### src/rtl/core/wdp_pkg.sv
// Shared types and constants for the waveform delta packetizer.
// Used by every module under rtl/core; depends on nothing else.
package wdp_pkg;

  localparam int unsigned CFG_INDEX_W = 1;
  localparam int unsigned CFG_DATA_W  = 8;

  localparam logic [CFG_INDEX_W-1:0] CFG_BYTE_LIMIT   = 1'd0;
  localparam logic [CFG_INDEX_W-1:0] CFG_SAMPLE_LIMIT = 1'd1;

  localparam logic [7:0] BYTE_LIMIT_RST   = 8'd220;
  localparam logic [7:0] SAMPLE_LIMIT_RST = 8'd200;

  localparam logic [7:0]  ESCAPE_BYTE = 8'h80;
  localparam logic [15:0] DELTA_POS_MAX = 16'd127;
  localparam logic [15:0] DELTA_NEG_MIN = 16'hFF81;

  localparam logic [8:0] NEED_DELTA  = 9'd1;
  localparam logic [8:0] NEED_ESCAPE = 9'd3;
  localparam logic [7:0] BYTES_RAW   = 8'd2;

  typedef enum logic [1:0] {
    CMD_RAW    = 2'd0,
    CMD_DELTA  = 2'd1,
    CMD_ESCAPE = 2'd2
  } cmd_kind_t;

  typedef logic [1:0] byte_idx_t;
  localparam byte_idx_t BYTE_IDX_FIRST  = 2'd0;
  localparam byte_idx_t BYTE_IDX_SECOND = 2'd1;

  typedef struct packed {
    logic signed [15:0] sample;
    logic               record_last;
  } in_item_t;

  typedef struct packed {
    logic [7:0] data_byte;
    logic       packet_start;
    logic       record_end;
    logic       item_last;
  } out_item_t;

  typedef struct packed {
    cmd_kind_t   kind;
    logic [15:0] sample;
    logic [7:0]  delta;
    logic        record_last;
  } cmd_t;

endpackage

### src/rtl/core/wdp_front.sv
// Front end: accepts samples, tracks packet state and classifies each sample
// into a raw, delta or escape command. Depends on wdp_pkg.
module wdp_front (
  input  logic              clk,
  input  logic              rst_n,
  input  logic              in_valid,
  output logic              in_stall,
  input  wdp_pkg::in_item_t in_data,
  input  logic [7:0]        byte_limit,
  input  logic [7:0]        sample_limit,
  input  logic              q_full,
  output logic              q_push,
  output wdp_pkg::cmd_t     q_cmd
);

  logic [15:0] prev_r, prev_nxt;
  logic [7:0]  bytes_r, bytes_nxt;
  logic [7:0]  samples_r, samples_nxt;
  logic        open_r, open_nxt;

  logic [15:0] diff;
  logic        small_delta;
  logic [8:0]  need;
  logic        fresh;
  logic        accept;

  assign in_stall = q_full;
  assign accept   = in_valid && !q_full;

  always_comb begin
    diff        = in_data.sample - prev_r;
    small_delta = (diff <= wdp_pkg::DELTA_POS_MAX) || (diff >= wdp_pkg::DELTA_NEG_MIN);
    need        = small_delta ? wdp_pkg::NEED_DELTA : wdp_pkg::NEED_ESCAPE;
    fresh       = !open_r || (samples_r >= sample_limit) ||
                  (({1'b0, bytes_r} + need) > {1'b0, byte_limit});

    q_push           = accept;
    q_cmd.sample     = in_data.sample;
    q_cmd.delta      = diff[7:0];
    q_cmd.record_last = in_data.record_last;
    if (fresh) begin
      q_cmd.kind = wdp_pkg::CMD_RAW;
    end else if (small_delta) begin
      q_cmd.kind = wdp_pkg::CMD_DELTA;
    end else begin
      q_cmd.kind = wdp_pkg::CMD_ESCAPE;
    end

    prev_nxt    = prev_r;
    bytes_nxt   = bytes_r;
    samples_nxt = samples_r;
    open_nxt    = open_r;
    if (accept) begin
      prev_nxt = in_data.sample;
      if (fresh) begin
        bytes_nxt   = wdp_pkg::BYTES_RAW;
        samples_nxt = 8'd1;
        open_nxt    = 1'b1;
      end else begin
        bytes_nxt   = bytes_r + need[7:0];
        samples_nxt = samples_r + 8'd1;
      end
      // close the packet after the record's final sample
      if (in_data.record_last) begin
        bytes_nxt   = '0;
        samples_nxt = '0;
        open_nxt    = 1'b0;
      end
    end
  end

  always_ff @(posedge clk) begin
    if (!rst_n) begin
      prev_r    <= '0;
      bytes_r   <= '0;
      samples_r <= '0;
      open_r    <= 1'b0;
    end else begin
      prev_r    <= prev_nxt;
      bytes_r   <= bytes_nxt;
      samples_r <= samples_nxt;
      open_r    <= open_nxt;
    end
  end

endmodule

### src/rtl/core/wdp_queue.sv
// Short command queue between the front and back ends.
// Depends on wdp_pkg for the command type.
module wdp_queue #(
  parameter int unsigned DEPTH = 4
) (
  input  logic          clk,
  input  logic          rst_n,
  input  logic          push,
  input  wdp_pkg::cmd_t push_cmd,
  output logic          full,
  input  logic          pop,
  output logic          head_valid,
  output wdp_pkg::cmd_t head_cmd
);

  localparam int unsigned PTR_W = (DEPTH > 1) ? $clog2(DEPTH) : 1;
  localparam int unsigned CNT_W = $clog2(DEPTH + 1);
  localparam logic [PTR_W-1:0] PTR_LAST = PTR_W'(DEPTH - 1);
  localparam logic [CNT_W-1:0] CNT_FULL = CNT_W'(DEPTH);

  wdp_pkg::cmd_t    mem_r [DEPTH];
  logic [PTR_W-1:0] wr_ptr_r, wr_ptr_nxt;
  logic [PTR_W-1:0] rd_ptr_r, rd_ptr_nxt;
  logic [CNT_W-1:0] count_r, count_nxt;
  logic             do_pop;

  assign full       = (count_r == CNT_FULL);
  assign head_valid = (count_r != '0);
  assign head_cmd   = mem_r[rd_ptr_r];
  assign do_pop     = pop && head_valid;

  always_comb begin
    wr_ptr_nxt = wr_ptr_r;
    rd_ptr_nxt = rd_ptr_r;
    count_nxt  = count_r;
    if (push) begin
      wr_ptr_nxt = (wr_ptr_r == PTR_LAST) ? '0 : wr_ptr_r + 1'b1;
    end
    if (do_pop) begin
      rd_ptr_nxt = (rd_ptr_r == PTR_LAST) ? '0 : rd_ptr_r + 1'b1;
    end
    if (push && !do_pop) begin
      count_nxt = count_r + 1'b1;
    end else if (do_pop && !push) begin
      count_nxt = count_r - 1'b1;
    end
  end

  always_ff @(posedge clk) begin
    if (push) begin
      mem_r[wr_ptr_r] <= push_cmd;
    end
  end

  always_ff @(posedge clk) begin
    if (!rst_n) begin
      wr_ptr_r <= '0;
      rd_ptr_r <= '0;
      count_r  <= '0;
    end else begin
      wr_ptr_r <= wr_ptr_nxt;
      rd_ptr_r <= rd_ptr_nxt;
      count_r  <= count_nxt;
    end
  end

endmodule

### src/rtl/core/wdp_back.sv
// Back end: expands queued commands into bytes, one per cycle while
// out_stall is low, into the output register. Depends on wdp_pkg.
module wdp_back (
  input  logic                clk,
  input  logic                rst_n,
  input  logic                head_valid,
  input  wdp_pkg::cmd_t       head_cmd,
  output logic                q_pop,
  output logic                out_valid,
  input  logic                out_stall,
  output wdp_pkg::out_item_t  out_data
);

  wdp_pkg::byte_idx_t idx_r, idx_nxt;
  logic               out_valid_r, out_valid_nxt;
  wdp_pkg::out_item_t out_data_r, out_data_nxt;

  logic [7:0] byte_sel;
  logic       start_sel;
  logic       last_sel;
  logic       load;

  assign out_valid = out_valid_r;
  assign out_data  = out_data_r;

  always_comb begin
    byte_sel  = head_cmd.delta;
    start_sel = 1'b0;
    last_sel  = 1'b1;
    case (head_cmd.kind)
      wdp_pkg::CMD_RAW: begin
        start_sel = (idx_r == wdp_pkg::BYTE_IDX_FIRST);
        last_sel  = (idx_r != wdp_pkg::BYTE_IDX_FIRST);
        byte_sel  = start_sel ? head_cmd.sample[15:8] : head_cmd.sample[7:0];
      end
      wdp_pkg::CMD_DELTA: begin
        byte_sel = head_cmd.delta;
        last_sel = 1'b1;
      end
      wdp_pkg::CMD_ESCAPE: begin
        last_sel = 1'b0;
        if (idx_r == wdp_pkg::BYTE_IDX_FIRST) begin
          byte_sel = wdp_pkg::ESCAPE_BYTE;
        end else if (idx_r == wdp_pkg::BYTE_IDX_SECOND) begin
          byte_sel = head_cmd.sample[15:8];
        end else begin
          byte_sel = head_cmd.sample[7:0];
          last_sel = 1'b1;
        end
      end
      default: begin
        byte_sel = head_cmd.delta;
        last_sel = 1'b1;
      end
    endcase

    load  = head_valid && (!out_valid_r || !out_stall);
    q_pop = load && last_sel;

    idx_nxt = idx_r;
    if (load) begin
      idx_nxt = last_sel ? wdp_pkg::BYTE_IDX_FIRST : idx_r + 1'b1;
    end

    out_valid_nxt = out_valid_r;
    out_data_nxt  = out_data_r;
    if (load) begin
      out_valid_nxt             = 1'b1;
      out_data_nxt.data_byte    = byte_sel;
      out_data_nxt.packet_start = start_sel;
      out_data_nxt.record_end   = last_sel && head_cmd.record_last;
      out_data_nxt.item_last    = last_sel;
    end else if (!out_stall) begin
      out_valid_nxt = 1'b0;
    end
  end

  always_ff @(posedge clk) begin
    out_data_r <= out_data_nxt;
  end

  always_ff @(posedge clk) begin
    if (!rst_n) begin
      idx_r       <= wdp_pkg::BYTE_IDX_FIRST;
      out_valid_r <= 1'b0;
    end else begin
      idx_r       <= idx_nxt;
      out_valid_r <= out_valid_nxt;
    end
  end

endmodule

### src/rtl/core/waveform_delta_packetizer.sv
// Waveform delta packetizer top level: configuration registers, front end,
// command queue and byte back end. Depends on wdp_pkg, wdp_front, wdp_queue, wdp_back.
//
//   port group | direction | handshake          | payload
//   in_        | input     | in_valid/in_stall   | in_data  (sample, record_last)
//   out_       | output    | out_valid/out_stall | out_data (data_byte, flags)
//   cfg_       | input     | cfg_wr_en           | cfg_index, cfg_wdata
//
// One byte leaves per cycle while out_stall is low, a rate set by the single-byte
// output register; a delta sample is one byte, a raw sample two, an escaped three.
// Each sample is queued as a command, then its bytes are registered onto out_data.
// Reset clears the queue, packet state and output, and loads limits 220/200.
// in_stall rises when the command queue is full; out_stall holds the output byte.
module waveform_delta_packetizer #(
  parameter int unsigned QUEUE_DEPTH = 4
) (
  input  logic                                clk,
  input  logic                                rst_n,
  input  logic                                in_valid,
  output logic                                in_stall,
  input  wdp_pkg::in_item_t                   in_data,
  output logic                                out_valid,
  input  logic                                out_stall,
  output wdp_pkg::out_item_t                  out_data,
  input  logic                                cfg_wr_en,
  input  logic [wdp_pkg::CFG_INDEX_W-1:0]     cfg_index,
  input  logic [wdp_pkg::CFG_DATA_W-1:0]      cfg_wdata
);

  logic [7:0] byte_limit_r, byte_limit_nxt;
  logic [7:0] sample_limit_r, sample_limit_nxt;

  logic          q_full;
  logic          q_push;
  wdp_pkg::cmd_t q_cmd;
  logic          q_pop;
  logic          head_valid;
  wdp_pkg::cmd_t head_cmd;

  always_comb begin
    byte_limit_nxt   = byte_limit_r;
    sample_limit_nxt = sample_limit_r;
    if (cfg_wr_en) begin
      case (cfg_index)
        wdp_pkg::CFG_BYTE_LIMIT:   byte_limit_nxt   = cfg_wdata;
        wdp_pkg::CFG_SAMPLE_LIMIT: sample_limit_nxt = cfg_wdata;
        default: begin
          byte_limit_nxt = byte_limit_r;
        end
      endcase
    end
  end

  always_ff @(posedge clk) begin
    if (!rst_n) begin
      byte_limit_r   <= wdp_pkg::BYTE_LIMIT_RST;
      sample_limit_r <= wdp_pkg::SAMPLE_LIMIT_RST;
    end else begin
      byte_limit_r   <= byte_limit_nxt;
      sample_limit_r <= sample_limit_nxt;
    end
  end

  wdp_front u_front (
    .clk          (clk),
    .rst_n        (rst_n),
    .in_valid     (in_valid),
    .in_stall     (in_stall),
    .in_data      (in_data),
    .byte_limit   (byte_limit_r),
    .sample_limit (sample_limit_r),
    .q_full       (q_full),
    .q_push       (q_push),
    .q_cmd        (q_cmd)
  );

  wdp_queue #(
    .DEPTH (QUEUE_DEPTH)
  ) u_queue (
    .clk        (clk),
    .rst_n      (rst_n),
    .push       (q_push),
    .push_cmd   (q_cmd),
    .full       (q_full),
    .pop        (q_pop),
    .head_valid (head_valid),
    .head_cmd   (head_cmd)
  );

  wdp_back u_back (
    .clk        (clk),
    .rst_n      (rst_n),
    .head_valid (head_valid),
    .head_cmd   (head_cmd),
    .q_pop      (q_pop),
    .out_valid  (out_valid),
    .out_stall  (out_stall),
    .out_data   (out_data)
  );

endmodule

### config.mk
export PLATFORM = sky130hd
export DESIGN_NAME = waveform_delta_packetizer
export DESIGN_NICKNAME = d
export VERILOG_FILES = /design/src/rtl/core/wdp_pkg.sv /design/src/rtl/core/wdp_front.sv /design/src/rtl/core/wdp_queue.sv /design/src/rtl/core/wdp_back.sv /design/src/rtl/core/waveform_delta_packetizer.sv
export SDC_FILE = /design/constraint.sdc
export NUM_CORES = 1
export LEC_CHECK = 0
export BUFFER_PORTS_ARGS = -buffer_cell sky130_fd_sc_hd__buf_2
export CAP_MARGIN = 10
export CORE_MARGIN = 4
export CORE_UTILIZATION = 30
export CTS_BUF_LIST = sky130_fd_sc_hd__clkbuf_4
export DETAILED_ROUTE_END_ITERATION = 6
export SETUP_SLACK_MARGIN = 0.15
export SLEW_MARGIN = 20
export SYNTH_ARGS = -nofsm -noshare
export SYNTH_HDL_FRONTEND = slang
export SYNTH_SLANG_ARGS = --single-unit
### constraint.sdc
create_clock -name clk -period 9.68 [get_ports clk]
set_clock_uncertainty 0.2 [all_clocks]
set_input_delay 0.968 -clock clk [delete_from_list [all_inputs] [get_ports clk]]
set_output_delay 0.968 -clock clk [all_outputs]
set_load 0.1 [all_outputs]
# ---- Yosys cells after proc, flatten, opt, wreduce, memory -nomap -nowiden
# Memory sizes are Yosys's and may differ from the RTL's. A register that Yosys moved wholly into a read port is not among the register bits.
# Cells that the tools add are included.
dict set report classes {
  n_reduce_logical 26
  shift 0
  n_lt_le_gt_ge 4
  div 0
  bitwise 1
  n_eq_ne 6
  n_mux 27
  addsub 9
  mul 0
}
# op count
set ops {}
lappend ops {{2-to-1 mux 8 bit} 7}
lappend ops {{greater-or-equal comparator 16 bit, second input constant} 1}
lappend ops {{less-or-equal comparator 16 x 7 -> 1 bit, second input constant} 1}
lappend ops {{2-to-1 mux 2 bit} 8}
lappend ops {{case mux 8 bit (2 select lines)} 1}
lappend ops {{subtractor 16 bit} 1}
lappend ops {{adder 8 x 9 -> 9 bit} 1}
lappend ops {{> comparator 9 x 8 -> 1 bit} 1}
lappend ops {{adder 8 x 1 -> 8 bit, second input constant} 1}
lappend ops {{adder 8 bit} 1}
lappend ops {{greater-or-equal comparator 8 bit} 1}
lappend ops {{2-to-1 mux 1 bit} 8}
lappend ops {{logical AND 1 bit} 7}
lappend ops {{adder 2 x 1 -> 2 bit, second input constant} 3}
lappend ops {{== test 2 bit, second input constant} 3}
lappend ops {{zero test 1 bit} 6}
lappend ops {{2-to-1 mux 3 bit} 2}
lappend ops {{AND reduction 2 bit} 3}
lappend ops {{nonzero test 2 bit} 3}
lappend ops {{zero test 2 bit} 2}
lappend ops {{logical OR 1 bit} 4}
lappend ops {{adder 3 x 1 -> 3 bit, second input constant} 1}
lappend ops {{== test 3 bit, second input constant} 1}
lappend ops {{nonzero test 3 bit} 1}
lappend ops {{other kinds (5)} 5}
dict set report word_totals {
  ram_bits 108
  n_memories 1
  out_inout_bits 13
  latchBits 0
  romBits 0
  register_bits 70
}
# name depth word_bits rd rd_clocked_by_memory_dff write_ports line
set mem_list {}
lappend mem_list {u_queue.mem_r 4 27 1 1 1 wdp_queue.sv:21} ;# wdp_pkg::cmd_t mem_r [DEPTH];

# ---- Logic depth before layout (Yosys ltp)
dict set report depth {
  word_depth 9
  mapped_depth 26
  ltp_nobuf 26
}

# ---- Modules after synthesis
# A second synthesis with hierarchy kept.
dict set report hier_totals {
  hier_cells 753
  area_unflattened_um2 9058.7
}
# mod area_per_inst_um2 instances cells_each
set modules_own_cells {}
lappend modules_own_cells {wdp_queue 4403.0 1 187}
lappend modules_own_cells {wdp_front 3120.5 1 415}
lappend modules_own_cells {wdp_back 880.8 1 80}
lappend modules_own_cells {waveform_delta_packetizer 654.4 1 71}

# ---- Worst setup path before layout
# Ideal clock, no wire load.
dict set report synth_timing {
  path_type {in2reg}
  startpoint {input in_data[1] (netlist bit)}
  endpoint {register u_front.samples_r[2]}
  arrival_ns 6.008
  n_path_buf 0
  slack_ns 3.407
  t_required_ns 9.415
  path_stages 25
  cell_sequence {inv_1 -> ha_1 -> inv_1 -> fa_1 -> a21o_1 -> a221oi_2 -> a211oi_1 -> a211oi_2 -> xnor2_1 -> or3_1 -> or4_4 -> and2_1 -> ha_1 -> a21oi_1 -> nor2b_1 -> nand3_1 -> nor2_1 -> xor2_1 -> ha_1 -> nand4_1 -> or2_2 -> a221o_1 -> nor2_1 -> o21ai_1 -> nor2_1}
}
dict set report synth_between {
  elab_chain_len 9
  elab_cells_between_ends 10
  classes_between {2 x add/sub; 3 x order compare; 3 x mux; 2 x reduce/logical}
}
# item line
set synth_lines {}
lappend synth_lines {{from (decl)} waveform_delta_packetizer.sv:21} ;# input wdp_pkg::in_item_t in_data,
lappend synth_lines {{subtractor 16 bit *} wdp_front.sv:31} ;# diff = in_data.sample - prev_r;
lappend synth_lines {{less-or-equal comparator 16 x 7 -> 1 bit / greater-or-equal comparator 16 bit (equally long branches)} wdp_front.sv:32} ;# small_delta = (diff <= wdp_pkg::DELTA_POS_MAX) || (diff >= wdp_pkg::DELTA_NEG_MIN);
lappend synth_lines {{logical OR 1 bit *} wdp_front.sv:32}
lappend synth_lines {{2-to-1 mux 2 bit *} wdp_front.sv:33} ;# need = small_delta ? wdp_pkg::NEED_DELTA : wdp_pkg::NEED_ESCAPE;
lappend synth_lines {{adder 8 x 9 -> 9 bit *} wdp_front.sv:35} ;# (({1'b0, bytes_r} + need) > {1'b0, byte_limit});
lappend synth_lines {{> comparator 9 x 8 -> 1 bit *} wdp_front.sv:35}
lappend synth_lines {{logical OR 1 bit *} wdp_front.sv:34} ;# fresh = !open_r || (samples_r >= sample_limit) ||
lappend synth_lines {{2-to-1 mux 8 bit *} wdp_front.sv:55} ;# if (fresh) begin
lappend synth_lines {{2-to-1 mux 8 bit *} wdp_front.sv:64} ;# if (in_data.record_last) begin
lappend synth_lines {{to (signal assigned)} wdp_front.sv:81} ;# samples_r <= samples_nxt;
lappend synth_lines {{to (decl)} wdp_front.sv:18} ;# logic [7:0] samples_r, samples_nxt;
# Mark *: on every way between the ends. The rest lies on a longest branch, timed or not.
# A chain may end at the register's enable or synchronous reset.

# ---- Worst setup path after layout
dict set report layout_timing {
  startpoint {input in_data[1] (netlist bit)}
  endpoint {register u_front.samples_r[3]}
}
# Same word-level chain as after synthesis.

==> metrics.md <==
| Metric | Value |
|---|---|
| Status | `finished, final reports clean` |
| Vias per inst | `4.65` |
| Static Leak | `3.36 nW` |
| VDD IR max | `0.105 mV` |
| Setup-failing EPs final | `0` |
| Synthesis-stage register bit count | `180` |
| Synthesized Nets | `763` |
| Hold buffer count at cts | `0` |
| Drt drc | `0` |
| Post-CTS sizing | `0` |
| Mapped Avg Cell Area | `12.2 um^2` |
| HP Class | `flop to flop` |
| Row count | `60` |
| Area delta synth->final | `11.3%` |
| Final Critical Period | `6.58 ns` |
| Total power | `2.21 mW` |
| # port buffers | `43` |
| Critical path class | `input pin to flop` |
| Total GRT Usage | `0.114` |
| Final net count | `804` |
| Die H | `175 um` |
| Distinct cell type count after synthesis | `58` |
| Worst slew margin | `0.412` |
| Unrepaired setup endpoints after global routing | `no` |
| Mapped Area | `8390 um^2` |
| Most frequent cells in the layout | `edfxtp_1 (119), nand2_1 (99), dfxtp_1 (60)` |
| Crit path required time | `9.96 ns` |
| Crit path arrival time | `6.86 ns` |
| Fin crit share | `0.680` |
| Worst-skew pair later-pin latency | `0.55 ns` |
| WL per Instance | `15.1 um` |
| Commonest non-fill, non-tap cell in the layout | `edfxtp_1` |
| Final WL | `16.9 mm` |
| Critical path endpoint category | `flop` |
| Post-CTS Setup Repair Bufs | `0` |
| Die width | `175 um` |
| Antenna violations before repair | `2` |
| Clock root buffer | `clkbuf_4` |
| Worst path max stage delay | `0.54 ns` |
| Hpwl dp | `11.2 mm` |
| Antenna Nets Post-Route | `0` |
| Vias | `5188` |
| Max Cap Violations | `0` |
| DRT Pass-1 Iters | `5` |
| Share of flip-flops with an asynchronous set or reset | `0` |
| Slowest cell on the critical path | `nor2_1` |
| Violation count after the first detailed-route iteration | `340` |
| Non-Filler Instances | `1115` |
| Reg clk slew, reported paths | `0.13 ns` |
| Vias in the first global route | `5151` |
| CTS buffer count | `17` |
| CTS tree | `yes` |
| Total gr overflow | `0` |
| Fin. Hold Viols | `0` |
| First-pass GRT wire length | `27.8 mm` |
| Core Region | `27300 um^2` |
| GPL Wtd Cong | `0.777` |
| Share of cells above drive strength 1 | `0.163` |
| Worst-path maximum fanout | `10` |
| Maximum clock path buffer count | `2` |
| Htree depth | `4` |
| Worst-Margin Slew | `0.882 ns` |
| Final Max Slew Viols | `0` |
| IO Pins | `44` |
| Primary FF master, synth | `edfxtp_1` |
| Register area share after synthesis | `0.571` |
| Max Freq | `152 MHz` |
| Total instance count after detailed placement | `1082` |
| Pin count of the biggest net entering global routing | `59` |
| Post-Synthesis Cells | `688` |
| CP Launch Type | `input pin` |
| EDFF count, synth | `119` |
| Initial Util | `0.308` |
| Full die area | `30700 um^2` |
| Setup tns final | `0 ns` |
| Pwr Density | `237 nW/um^2` |
| Clk sinks | `180` |
| Synth Warn # | `0` |
kinds of logic (layout without fill, tap and decap cells):
group | count (synthesis) | after routing | share of synthesized area
AOI/OAI and AO/OA | 129 | 129 | 0.108
xor gates and xnor gates | 25 | 25 | 0.0261
buffers and inverters | 72 | 126 | 0.0324
and+or+nand+nor | 209 | 209 | 0.119
adders and majority gates | 44 | 44 | 0.0683
other | 0 | 1 | 0
DFF | 180 | 180 | 0.571
muxes | 29 | 29 | 0.0749
per-layer routing:
layer,track usage,vias to the layer above,share of wire
met4,0.0347,2,0.015
met2,0.182,83,0.46
met3,0.0247,18,0.038
met1,0.155,2486,0.49
li1,-,2599,-
met5,0,-,0.00071
synthesized netlist by cell type, types with 7 or more instances:
| master | number | area [um^2] |
|---|---|---|
| edfxtp_1 | 119 | 3570 |
| nand3_1 | 16 | 80.1 |
| o21ai_0 | 20 | 100 |
| dfxtp_1 | 61 | 1220 |
| xnor2_1 | 9 | 78.8 |
| nand2_1 | 99 | 372 |
| inv_1 | 45 | 169 |
| xor2_1 | 16 | 140 |
| and2_1 | 12 | 75.1 |
| nor2b_1 | 8 | 50.1 |
| nor3_1 | 9 | 45.0 |
| a21boi_0 | 34 | 255 |
| mux4_2 | 27 | 608 |
| nand4_1 | 7 | 43.8 |
| o211ai_1 | 10 | 75.1 |
| a21oi_1 | 23 | 115 |
| nor3b_1 | 9 | 67.6 |
| nor2_1 | 24 | 90.1 |
| ha_1 | 41 | 513 |
| clkbuf_1 | 22 | 82.6 |
| a21o_1 | 9 | 67.6 |
stage by stage:
step	worst slack [ns]	util	hold slack (ns)	area (um^2)
6_report	3.10	0.343	0.274	9340
2_1_floorplan	3.41	-	0.243	8390
3_5_place_dp	2.54	0.331	0.257	9020
5_1_grt	2.61	0.343	0.298	9340
3_3_place_gp	2.65	0.331	0.251	9020
4_1_cts	3.14	0.343	0.277	9340
worst max-delay path: cells and delay by family:
kind / cells / cell delay (ns)
AND/OR/NAND/NOR: 10 / 2.70
AO/OA/AOI/OAI: 7 / 1.63
adder cells (fa/ha/maj): 4 / 1.11
buffers and inverters: 3 / 0.24
XOR/XNOR: 2 / 0.20
area by class of cell:
| class | instances | area [um^2] |
|---|---|---|
| Antenna cell | 1 | 2.50 |
| Clock buffer | 20 | 150 |
| Clock inverter | 12 | 170 |
| Fill cell | 2677 | 17900 |
| Inverter | 46 | 173 |
| Multi-Input combinational cell | 436 | 3330 |
| Sequential cell | 180 | 4800 |
| Tap cell | 372 | 465 |
| Timing Repair Buffer | 48 | 253 |
registers in the layout (all words and copies together), names as in the netlist, 3 cells and up, named ones only:
| signal | cells |
|---|---|
| u_front.bytes_r | 8 |
| byte_limit_r | 8 |
| u_front.samples_r | 8 |
| u_queue.count_r | 3 |
| u_front.prev_r | 16 |
| u_queue.mem_r | 108 |
| u_back.out_data | 11 |
| sample_limit_r | 8 |
power by group:
group | leakage [nW] | internal, mW | switching, mW | total (mW)
clock | 0.171 | 0.194 | 0.262 | 0.457
combinational | 1.59 | 0.246 | 0.533 | 0.779
sequential | 1.60 | 0.945 | 0.0300 | 0.975
worst paths after layout:
kind | slack, ns | startpoint | cells after the start | endpoint
worst min-delay path | 0.27 | byte_limit_r[1]$_SDFFE_PN0P_ | 2 | byte_limit_r[1]$_SDFFE_PN0P_
worst max-delay path | 3.10 | in_data[1] | 26 | u_front.samples_r[3]$_SDFFE_PN0P_
worst min register to register | 0.27 | byte_limit_r[1]$_SDFFE_PN0P_ | 2 | byte_limit_r[1]$_SDFFE_PN0P_
worst max register to register | 3.34 | u_front.prev_r[0]$_SDFFE_PN0P_ | 24 | u_front.samples_r[3]$_SDFFE_PN0P_
No activity file was read; power rests on OpenSTA's default activity.
